## config.mk

```make
export PLATFORM = sky130hd
export DESIGN_NAME = mask_fmeasure_scorer
export DESIGN_NICKNAME = d
export VERILOG_FILES = /design/src/rtl/msf_pkg.sv /design/src/rtl/mask_fmeasure_scorer.sv /design/src/rtl/msf_front.sv /design/src/rtl/msf_queue.sv /design/src/rtl/msf_back.sv
export SDC_FILE = /design/constraint.sdc
export NUM_CORES = 1
export LEC_CHECK = 0
export ABC_AREA = 1
export BUFFER_PORTS_ARGS = -buffer_cell sky130_fd_sc_hd__buf_2
export CAP_MARGIN = 20
export CORE_MARGIN = 2
export CORE_UTILIZATION = 30
export CTS_CLUSTER_DIAMETER = 200
export DETAILED_ROUTE_END_ITERATION = 10
export PLACE_DENSITY = 0.48
export SYNTH_ARGS = -nofsm -noshare
export SYNTH_HDL_FRONTEND = slang
export SYNTH_SLANG_ARGS = --single-unit
export TNS_END_PERCENT = 30
```

## constraint.sdc

```tcl
create_clock -name clk -period 15.25 [get_ports clk]
set_input_delay 2.2875 -clock clk [delete_from_list [all_inputs] [get_ports clk]]
set_output_delay 2.2875 -clock clk [all_outputs]
set_load 0.01 [all_outputs]
```

## src/rtl/msf_pkg.sv

```systemverilog
package msf_pkg;

  localparam int unsigned PIX_W     = 8;
  localparam int unsigned CNT_W     = 25;
  localparam int unsigned FRAC_BITS = 16;
  localparam int unsigned Q_W       = FRAC_BITS + 1;
  localparam int unsigned DEN_W     = CNT_W + 2;
  localparam int unsigned REM_W     = DEN_W + 1;
  localparam int unsigned STEP_W    = $clog2(Q_W);

  localparam logic [CNT_W-1:0]  CNT_CAP   = CNT_W'(25'd16777216);
  localparam logic [PIX_W-1:0]  PIX_FG    = 8'd255;
  localparam logic [PIX_W-1:0]  PIX_BG    = 8'd0;
  localparam logic [STEP_W-1:0] LAST_STEP = STEP_W'(Q_W - 1);

  typedef struct packed {
    logic [CNT_W-1:0] tp;
    logic [CNT_W-1:0] fp;
    logic [CNT_W-1:0] fn;
    logic [CNT_W-1:0] tn;
  } count_set_t;

  typedef enum logic [1:0] {
    RATIO_PREC,
    RATIO_REC,
    RATIO_F
  } ratio_sel_t;

  typedef enum logic [2:0] {
    BK_IDLE,
    BK_SETUP,
    BK_DIV,
    BK_DONE
  } back_state_t;

endpackage

```

## src/rtl/mask_fmeasure_scorer.sv

```systemverilog
// Pixels are taken at one beat per cycle while in_tready is high; each updates one class count.
// Once the last pixel of an image is taken its counts are queued; the back end fetches them,
// forms three ratios, each a setup step and a 17-bit quotient, and loads them, raising out_tvalid.
// The shared divider works on one image at a time; up to two finished images wait for
// it, and in_tready is low while both places are taken.
// Reset is synchronous, active low, and clears the counts, the queue and the output valid.
module mask_fmeasure_scorer (
  input  logic         clk,
  input  logic         rst_n,
  input  logic         in_tvalid,
  output logic         in_tready,
  input  logic [15:0]  in_tdata,   // truth_pixel[7:0], seg_pixel[15:8]
  input  logic         in_tlast,
  output logic         out_tvalid,
  input  logic         out_tready,
  output logic [151:0] out_tdata,  // precision_q16, recall_q16, fscore_q16, true_pos_count,
                                   // false_pos_count, false_neg_count, true_neg_count, zero pad
  output logic [1:0]   out_tuser   // precision_undefined, recall_undefined
);
  import msf_pkg::*;

  logic       q_push, q_full;
  count_set_t front_cnt, q_cnt, res_cnt;
  logic       q_valid, q_pop;
  logic [Q_W-1:0] prec, rec, fsc;
  logic       prec_undef, rec_undef;

  msf_front u_front (
    .clk         (clk),
    .rst_n       (rst_n),
    .pix_valid   (in_tvalid),
    .pix_ready   (in_tready),
    .truth_pixel (in_tdata[7:0]),
    .seg_pixel   (in_tdata[15:8]),
    .last_pixel  (in_tlast),
    .q_full      (q_full),
    .q_push      (q_push),
    .q_data      (front_cnt)
  );

  msf_queue u_queue (
    .clk      (clk),
    .rst_n    (rst_n),
    .wr_data  (front_cnt),
    .wr_en    (q_push),
    .full     (q_full),
    .rd_valid (q_valid),
    .rd_en    (q_pop),
    .rd_data  (q_cnt)
  );

  msf_back u_back (
    .clk                 (clk),
    .rst_n               (rst_n),
    .q_valid             (q_valid),
    .q_pop               (q_pop),
    .q_data              (q_cnt),
    .res_valid           (out_tvalid),
    .res_ready           (out_tready),
    .precision_q16       (prec),
    .recall_q16          (rec),
    .fscore_q16          (fsc),
    .precision_undefined (prec_undef),
    .recall_undefined    (rec_undef),
    .res_counts          (res_cnt)
  );

  assign out_tdata = {1'b0, res_cnt.tn, res_cnt.fn, res_cnt.fp, res_cnt.tp, fsc, rec, prec};
  assign out_tuser = {rec_undef, prec_undef};

endmodule

```

## src/rtl/msf_front.sv

```systemverilog
module msf_front (
  input  logic                clk,
  input  logic                rst_n,
  input  logic                pix_valid,
  output logic                pix_ready,
  input  logic [7:0]          truth_pixel,
  input  logic [7:0]          seg_pixel,
  input  logic                last_pixel,
  input  logic                q_full,
  output logic                q_push,
  output msf_pkg::count_set_t q_data
);
  import msf_pkg::*;

  count_set_t cnt_r, cnt_nxt, cnt_inc;
  logic       accept;

  function automatic logic [CNT_W-1:0] sat_inc(input logic [CNT_W-1:0] c);
    sat_inc = (c < CNT_CAP) ? c + CNT_W'(1) : c;
  endfunction

  assign pix_ready = !q_full;
  assign accept    = pix_valid && pix_ready;

  always_comb begin
    cnt_inc = cnt_r;
    if (truth_pixel == seg_pixel) begin
      if (truth_pixel == PIX_FG) begin
        cnt_inc.tp = sat_inc(cnt_r.tp);
      end else begin
        cnt_inc.tn = sat_inc(cnt_r.tn);
      end
    end else begin
      if (truth_pixel == PIX_BG) begin
        cnt_inc.fp = sat_inc(cnt_r.fp);
      end else begin
        cnt_inc.fn = sat_inc(cnt_r.fn);
      end
    end
    cnt_nxt = cnt_r;
    if (accept) begin
      cnt_nxt = last_pixel ? '0 : cnt_inc;
    end
  end

  assign q_push = accept && last_pixel;
  assign q_data = cnt_inc;

  always_ff @(posedge clk) begin
    if (!rst_n) begin
      cnt_r <= '0;
    end else begin
      cnt_r <= cnt_nxt;
    end
  end

endmodule

```

## src/rtl/msf_queue.sv

```systemverilog
module msf_queue (
  input  logic                clk,
  input  logic                rst_n,
  input  msf_pkg::count_set_t wr_data,
  input  logic                wr_en,
  output logic                full,
  output logic                rd_valid,
  input  logic                rd_en,
  output msf_pkg::count_set_t rd_data
);
  import msf_pkg::*;

  count_set_t  mem_r [2];
  logic        wr_ptr_r, rd_ptr_r;
  logic [1:0]  fill_r;
  logic        do_wr, do_rd;

  assign full     = (fill_r == 2'd2);
  assign rd_valid = (fill_r != 2'd0);
  assign rd_data  = mem_r[rd_ptr_r];
  assign do_wr    = wr_en && !full;
  assign do_rd    = rd_en && rd_valid;

  always_ff @(posedge clk) begin
    if (do_wr) begin
      mem_r[wr_ptr_r] <= wr_data;
    end
  end

  always_ff @(posedge clk) begin
    if (!rst_n) begin
      wr_ptr_r <= 1'b0;
      rd_ptr_r <= 1'b0;
      fill_r   <= 2'd0;
    end else begin
      if (do_wr) begin
        wr_ptr_r <= !wr_ptr_r;
      end
      if (do_rd) begin
        rd_ptr_r <= !rd_ptr_r;
      end
      case ({do_wr, do_rd})
        2'b10:   fill_r <= fill_r + 2'd1;
        2'b01:   fill_r <= fill_r - 2'd1;
        default: fill_r <= fill_r;
      endcase
    end
  end

endmodule

```

## src/rtl/msf_back.sv

```systemverilog
module msf_back (
  input  logic                clk,
  input  logic                rst_n,
  input  logic                q_valid,
  output logic                q_pop,
  input  msf_pkg::count_set_t q_data,
  output logic                res_valid,
  input  logic                res_ready,
  output logic [16:0]         precision_q16,
  output logic [16:0]         recall_q16,
  output logic [16:0]         fscore_q16,
  output logic                precision_undefined,
  output logic                recall_undefined,
  output msf_pkg::count_set_t res_counts
);
  import msf_pkg::*;

  back_state_t      state_r, state_nxt;
  ratio_sel_t       sel_r, sel_nxt;
  count_set_t       cnt_r;
  logic [REM_W-1:0] rem_r, rem_nxt;
  logic [DEN_W-1:0] den_r, den_nxt;
  logic [Q_W-1:0]   quot_r, quot_nxt;
  logic [STEP_W-1:0] step_r, step_nxt;
  logic [Q_W-1:0]   prec_r, rec_r, f_r;
  logic [Q_W-1:0]   quot_final;
  logic             out_valid_r;
  logic             load_cnt, store_q, load_out;

  logic [REM_W-1:0] cur;
  logic             fits;
  logic [CNT_W:0]   sum_p, sum_r;
  logic [DEN_W-1:0] sum_f;

  assign sum_p = {1'b0, cnt_r.tp} + {1'b0, cnt_r.fp};
  assign sum_r = {1'b0, cnt_r.tp} + {1'b0, cnt_r.fn};
  assign sum_f = {1'b0, cnt_r.tp, 1'b0} + DEN_W'(cnt_r.fp) + DEN_W'(cnt_r.fn);

  assign cur  = (step_r == '0) ? rem_r : {rem_r[REM_W-2:0], 1'b0};
  assign fits = (cur >= {1'b0, den_r});
  assign quot_final = (den_r == '0) ? '0 : {quot_r[Q_W-2:0], fits};

  always_comb begin
    state_nxt = state_r;
    sel_nxt   = sel_r;
    rem_nxt   = rem_r;
    den_nxt   = den_r;
    quot_nxt  = quot_r;
    step_nxt  = step_r;
    q_pop     = 1'b0;
    load_cnt  = 1'b0;
    store_q   = 1'b0;
    load_out  = 1'b0;
    unique case (state_r)
      BK_IDLE: begin
        if (q_valid) begin
          q_pop     = 1'b1;
          load_cnt  = 1'b1;
          sel_nxt   = RATIO_PREC;
          state_nxt = BK_SETUP;
        end
      end
      BK_SETUP: begin
        step_nxt = '0;
        quot_nxt = '0;
        unique case (sel_r)
          RATIO_PREC: begin
            rem_nxt = REM_W'(cnt_r.tp);
            den_nxt = DEN_W'(sum_p);
          end
          RATIO_REC: begin
            rem_nxt = REM_W'(cnt_r.tp);
            den_nxt = DEN_W'(sum_r);
          end
          default: begin
            rem_nxt = REM_W'({cnt_r.tp, 1'b0});
            den_nxt = sum_f;
          end
        endcase
        state_nxt = BK_DIV;
      end
      BK_DIV: begin
        rem_nxt  = fits ? cur - {1'b0, den_r} : cur;
        quot_nxt = {quot_r[Q_W-2:0], fits};
        step_nxt = step_r + STEP_W'(1);
        if (step_r == LAST_STEP) begin
          store_q = 1'b1;
          if (sel_r == RATIO_F) begin
            state_nxt = BK_DONE;
          end else begin
            sel_nxt   = (sel_r == RATIO_PREC) ? RATIO_REC : RATIO_F;
            state_nxt = BK_SETUP;
          end
        end
      end
      BK_DONE: begin
        if (!out_valid_r || res_ready) begin
          load_out  = 1'b1;
          state_nxt = BK_IDLE;
        end
      end
      default: state_nxt = BK_IDLE;
    endcase
  end

  always_ff @(posedge clk) begin
    if (!rst_n) begin
      state_r     <= BK_IDLE;
      sel_r       <= RATIO_PREC;
      out_valid_r <= 1'b0;
    end else begin
      state_r <= state_nxt;
      sel_r   <= sel_nxt;
      if (load_out) begin
        out_valid_r <= 1'b1;
      end else if (res_ready) begin
        out_valid_r <= 1'b0;
      end
    end
  end

  always_ff @(posedge clk) begin
    rem_r  <= rem_nxt;
    den_r  <= den_nxt;
    quot_r <= quot_nxt;
    step_r <= step_nxt;
    if (load_cnt) begin
      cnt_r <= q_data;
    end
    if (store_q) begin
      unique case (sel_r)
        RATIO_PREC: prec_r <= quot_final;
        RATIO_REC:  rec_r  <= quot_final;
        default:    f_r    <= quot_final;
      endcase
    end
    if (load_out) begin
      precision_q16       <= prec_r;
      recall_q16          <= rec_r;
      fscore_q16          <= f_r;
      precision_undefined <= (sum_p == '0);
      recall_undefined    <= (sum_r == '0);
      res_counts          <= cnt_r;
    end
  end

  assign res_valid = out_valid_r;

endmodule
```

* After elaboration in Yosys (flattened, before gate mapping) *
Memories as Yosys holds them, arrays and structs flattened. A register that Yosys moved wholly into a read port is not among the register bits.
Cells that the tools add are included.

word-level totals
  logic and storage cells = 128
  memories = 1
  memory bits (read-only) = 0
  input bits = 21
  bits in writable memories = 200
  output and inout port bits = 156
  latch bits = 0
  register bits after elaboration = 390

operators by class
  shift-type cells = 0
  muxes and demuxes = 41
  multiply operators = 0
  order comparisons = 5
  $add $sub $neg = 12
  div/mod/pow operators = 0
  reductions and logical operators = 27
  bitwise logic cells = 1
  eq/ne operators = 15

memory list
  memory         depth  width  rd ports  clocked after memory_dff  wr ports  line             source
  u_queue.mem_r  2      100    1         1                         1         msf_queue.sv:13  count_set_t mem_r [2];

operators by type and width
  kind                   number
  $mux 25                10
  $add 25x1->25 const B  4
  $lt 25x25->1 const B   4
  $mux 100               1
  $mux 28                2
  $pmux 28 s2            1
  $pmux 27 s2            1
  $add 25x25->26         2
  $logic_not 26->1       2
  $mux 50                1
  $pmux 16 s2            1
  $ge 28x27->1           1
  $sub 28x27->28         1
  $add 26x25->27         1
  $add 27x25->27         1
  $logic_not 27->1       1
  $mux 26                1
  $mux 17                1
  $pmux 3 s4             1
  $mux 1                 10
  $mux 2                 5
  $pmux 5 s2             1
  $reduce_bool 2->1      5
  $mux 3                 3
  25 further kinds       40

* Logic depth before layout (Yosys ltp) *
  depth after elaboration = 7
  gate-level depth with buffers = 23
  gate-level depth less buffers = 21

* Modules after synthesis *
Synthesis repeated with hierarchy kept, for this count alone.

second synthesis, totals
  cells, all modules = 3984
  area total of the unflattened synthesis = 36740.2 um^2

by module, submodules not included
  module                cells each  area an instance (um^2)  times used  seq. area each (um^2)
  msf_back              2232        20962.6                  1           11511.0
  msf_queue             349         7961.4                   1           6105.9
  msf_front             1399        7790.0                   1           2001.9
  mask_fmeasure_scorer  4           26.3                     1           0.0

* Worst setup path after synthesis *
No wires, ideal clock.

  path type = input port to flip-flop
  start point = input out_tready
  end point = register u_back.fscore_q16[0], enable pin
  data required time = 14534 ps
  path buffers = 0
  arrival = 9643 ps
  setup time = 716 ps
  path slack = 4890 ps
  cell stages on the path = 2
  cell sequence = inv_1 a21oi_1

between the ends
  cells in the longest elaborated chain, start to end = 3

RTL lines
  what                       line                        source
  start: declaration         mask_fmeasure_scorer.sv:15  input logic out_tready,
  $logic_or 1x1->1           msf_back.sv:97              if (!out_valid_r || res_ready) begin
  $mux 1                     msf_back.sv:97
  $mux 1                     msf_back.sv:54              unique case (state_r)
  named net u_back.load_out  msf_back.sv:28              logic load_cnt, store_q, load_out;
  end signal: assignment     msf_back.sv:140             fscore_q16 <= f_r;
  end: declaration           msf_back.sv:11              output logic [16:0] fscore_q16,

The timed path passes the listed nets, and every way through them passes these cells.
A chain may end at the register's enable or synchronous reset.

* Final worst setup path *
  start point = register u_back.step_r[0]
  end point = register u_back.rem_r[26] (data pin)

between the ends
  cells in the longest elaborated chain, start to end = 5
  elaborated cells on any way between the ends = 6
  those cells by class = add/sub (1); order compare (1); mux (3); reduce/logical (1)

RTL lines
  what                                                   line                            source
  start: declaration                                     msf_back.sv:24                  logic [STEP_W-1:0] step_r, step_nxt;
  start signal: assignment                               msf_back.sv:126                 step_r <= step_nxt;
  $logic_not 5->1 (*)                                    msf_back.sv:39                  assign cur = (step_r == '0) ? rem_r : {rem_r[REM_W-2:0], 1'b0};
  $mux 28 (*)                                            msf_back.sv:39
  $sub 28x27->28 / $ge 28x27->1 (equally long branches)  msf_back.sv:83, msf_back.sv:40
  $mux 28 (*)                                            msf_back.sv:83                  rem_nxt = fits ? cur - {1'b0, den_r} : cur;
  $pmux 28 s2 (*)                                        msf_back.sv:54
  end signal: assignment                                 msf_back.sv:123                 rem_r <= rem_nxt;
  end: declaration                                       msf_back.sv:21                  logic [REM_W-1:0] rem_r, rem_nxt;

Mark *: on every way between the ends. The rest lies on a longest branch, timed or not.

==> insert_results.sql <==
INSERT INTO impl_metrics (metric_group, metric, value, unit) VALUES
('timing', 'finalMaxSlewViolations', '0', ''),
('clock_tree', 'path_clk_slew', '60', 'ps'),
('status', 'status', 'complete, no violations', ''),
('finish', 'area.growth.synth_to_final', '15.1', '%'),
('finish', 'most_common_cell_after_layout_fill_and_taps_aside', 'nand2_1', ''),
('worst_setup_path', 'worstPathBufferInverterCount', '3', ''),
('placement', 'place_area', '37400', 'um^2'),
('placement', 'port-buffer-count', '175', ''),
('worst_setup_path', 'criticalPathCategory', 'flop to flop', ''),
('floorplan', 'fp-row-count', '124', ''),
('clock_tree', 'cts.repair_timing.setup_buffer_count', '0', ''),
('timing', 'final-setup-viol-count', '0', ''),
('clock_tree', 'cts-buffers-inserted', '80', ''),
('finish', 'drive_above_1_share', '0.0962', ''),
('clock_tree', 'cts_resized', '0', ''),
('timing', 'setup_total_negative_slack', '0', 'ps'),
('worst_setup_path', 'critical_path.top_delay_family', 'simple AND/OR/NAND/NOR gates', ''),
('worst_setup_path', 'required', '15650', 'ps'),
('timing', 'setup_repair_after_global_routing_missed_its_margin', 'no', ''),
('timing', 'measured_slew_at_the_worst_slew_check_pin', '1010', 'ps'),
('clock_tree', 'postCtsHoldBufs', '0', ''),
('clock_tree', 'cts-htree-levels', '3', ''),
('grt', 'total_global_route_track_usage', '0.170', ''),
('routing', 'dr.first_iter.drc_count', '1776', ''),
('clock_tree', 'numClockSinks', '689', ''),
('worst_setup_path', 'worst_ep_arrival_time', '4920', 'ps'),
('floorplan', 'core_region', '115000', 'um^2'),
('placement', 'detailed_place_hpwl', '72800', 'um'),
('pwr', 'internal_power', '4.97', 'mW'),
('floorplan', 'fp.dieW', '344', 'um'),
('logic_synthesis', 'area_of_the_mapped_netlist', '34700', 'um^2'),
('floorplan', 'num_io_pins', '177', ''),
('pwr', 'sw_frac', '0.451', ''),
('grt', 'antenna_violations_before_repair', '7', ''),
('routing', 'drt_pass1_iterations', '5', ''),
('pwr', 'seq_power_share', '0.328', ''),
('logic_synthesis', 'yosys_warnings', '0', ''),
('pwr', 'pd_cells', '226', 'nW/um^2'),
('logic_synthesis', 'ys_seq_area_frac', '0.564', ''),
('placement', 'gp_congestion', '0.940', ''),
('finish', 'layout.cell_area.non_filler', '40000', 'um^2'),
('worst_setup_path', 'crit_path_max_incr_delay', '610', 'ps'),
('logic_synthesis', 'postSynthRegisterBits', '689', ''),
('routing', 'wl', '101000', 'um'),
('pwr', 'ir_drop', '0.116', 'mV'),
('job', 'drv_cap', '0', ''),
('logic_synthesis', 'count_of_mapped_cells_out_of_synthesis', '3749', ''),
('floorplan', 'start_util', '0.303', ''),
('clock_tree', 'cts.root.buffer_cell', 'clkbuf_16', ''),
('floorplan', 'chip_height', '344', 'um'),
('grt', 'grt_max_degree', '75', ''),
('worst_setup_path', 'cp-start-kind', 'flop', ''),
('pwr', 'clock_power_share', '0.211', ''),
('worst_setup_path', 'critical_path.cell_chain', 'inv_1, ha_1, nand3_4, inv_2, o21ai_0, ha_1, nand2_1, inv_1, nand2_1, nor2_1, nand2_1, nor2_1, a21o_1, a21oi_4, nand2_2, o21ai_1, nor2_1', ''),
('pwr', 'power_switching', '4.08', 'mW'),
('routing', 'drc', '0', ''),
('grt', 'number_of_global_route_vias_before_repair', '25556', ''),
('logic_synthesis', 'syn_nets', '3912', ''),
('logic_synthesis', 'synth.lib_cells_used.distinct', '52', ''),
('routing', 'number_of_vias_after_detailed_routing', '26061', ''),
('routing', 'post_drt_wl_per_cell', '18.4', 'um'),
('routing', 'postRouteAntennaNets', '0', ''),
('worst_hold_path', 'min-delay-path-class', 'flop to flop', ''),
('clock_tree', 'clock_tree_from_tritoncts', 'built', ''),
('timing', 'final_min_period', '4530', 'ps'),
('routing', 'route.detailed.vias_per_inst', '4.72', ''),
('finish', 'most-common-layout-cells', 'nand2_1 (1,208), edfxtp_1 (580), inv_1 (336)', ''),
('finish', 'num-nets-final', '4100', ''),
('pwr', 'comb_power_share', '0.461', ''),
('worst_setup_path', 'worst-path-max-fanout', '30', ''),
('floorplan', 'floorplan.die_area', '119000', 'um^2');
-- power groups by stage --
| stage | Sequential (mW) | Clock (mW) | Combinational, mW |
|---|---|---|---|
| floorplan | 2.77 | 0 | 2.98 |
| global placement | 3.01 | 0 | 4.18 |
| detailed placement | 3.01 | 0 | 4.15 |
| CTS | 2.98 | 1.97 | 4.18 |
| global route | 3.00 | 2.04 | 4.73 |
| finish | 2.97 | 1.91 | 4.18 |
-- registers in the layout, indices dropped and copies added, names as in the netlist, 5 cells and up --
register,flops
u_back.recall_q16,17
u_back.rem_r,28
u_back.prec_r,17
u_back.res_counts,100
u_back.quot_r,16
u_queue.mem_r,200
u_back.fscore_q16,17
u_back.den_r,27
u_back.rec_r,17
u_back.step_r,5
u_front.cnt_r,100
u_back.precision_q16,17
u_back.cnt_r,100
u_back.f_r,17
-- synthesized netlist by cell type, drive strengths merged --
cell | count | area [um^2]
a22oi | 3 | 22.5
xnor2 | 44 | 393
nor2 | 302 | 1210
clkbuf | 68 | 255
and3 | 1 | 6.26
dfxtp | 109 | 2180
o211ai | 11 | 82.6
a21boi | 8 | 60.1
o32ai | 1 | 8.76
nor4 | 18 | 119
and2 | 21 | 131
a21o | 6 | 45.0
a21oi | 239 | 1210
a31oi | 6 | 37.5
o21a | 6 | 45.0
fa | 28 | 561
a211oi | 3 | 22.5
o221ai | 5 | 43.8
nand3b | 47 | 353
or2 | 7 | 43.8
conb | 1 | 3.75
inv | 342 | 1280
buf | 27 | 150
o21bai | 10 | 75.1
xor2 | 54 | 473
nand3 | 209 | 1080
o21ai | 160 | 801
edfxtp | 580 | 17400
nand2 | 1214 | 4570
ha | 114 | 1430
clkinv | 2 | 7.51
nor3b | 3 | 22.5
nor3 | 53 | 297
mux2i | 1 | 10.0
nand4 | 46 | 300
-- path summary, 6_finish.rpt --
check	start	end	slack [ps]	cells past startpoint
worst max-delay path	u_back.step_r[0]	u_back.rem_r[26]	10720	17
worst min-delay path	u_back.prec_r[5]	u_back.precision_q16[5]	420	0
worst min register to register	u_back.prec_r[5]	u_back.precision_q16[5]	420	0
worst max register to register	u_back.step_r[0]	u_back.rem_r[26]	10720	17
-- cells by family after synthesis --
kind of cell | Yosys count | share of synthesized area
flops | 689 | 0.564
buf+inv | 439 | 0.0488
simple gates | 1921 | 0.234
xor+xnor | 98 | 0.0249
fa+ha+maj | 142 | 0.0572
other cells | 1 | 0.000108
compound gates | 458 | 0.0705
mux | 1 | 0.000288
-- per-stage QoR --
| stage | utilization | power (mW) | std cells | hold WS (ps) | setup slack, ps |
|---|---|---|---|---|---|
| 6_report | 0.349 | 9.05 | 5516 | 416 | 10720 |
| 5_1_grt | 0.349 | 9.77 | 5515 | 422 | 10260 |
| 4_1_cts | 0.349 | 9.13 | 5515 | 417 | 10640 |
| 3_5_place_dp | 0.326 | 7.16 | 5367 | 405 | 10420 |
| 3_3_place_gp | 0.326 | 7.19 | 5367 | 401 | 10480 |
| 2_1_floorplan | - | 5.75 | 3749 | 400 | 4890 |
-- area by class of cell --
class	count	area, um^2
clock inverters	48	467
clock buffers	100	2140
repair buffers	201	1070
inverters	344	1300
well taps	1512	1890
multi-input cells	2621	13500
diodes	1	2.50
flip-flops and latches	689	19600
fillers	11702	74700
-- routing by layer --
layer,vias to the layer above,routed length [um],track usage
met3,170,4940,0.0287
li1,13009,-,-
met4,2,3120,0.0577
met1,12287,45400,0.222
met2,593,47800,0.284
met5,-,12,0
(Power assumes the default switching activity.)
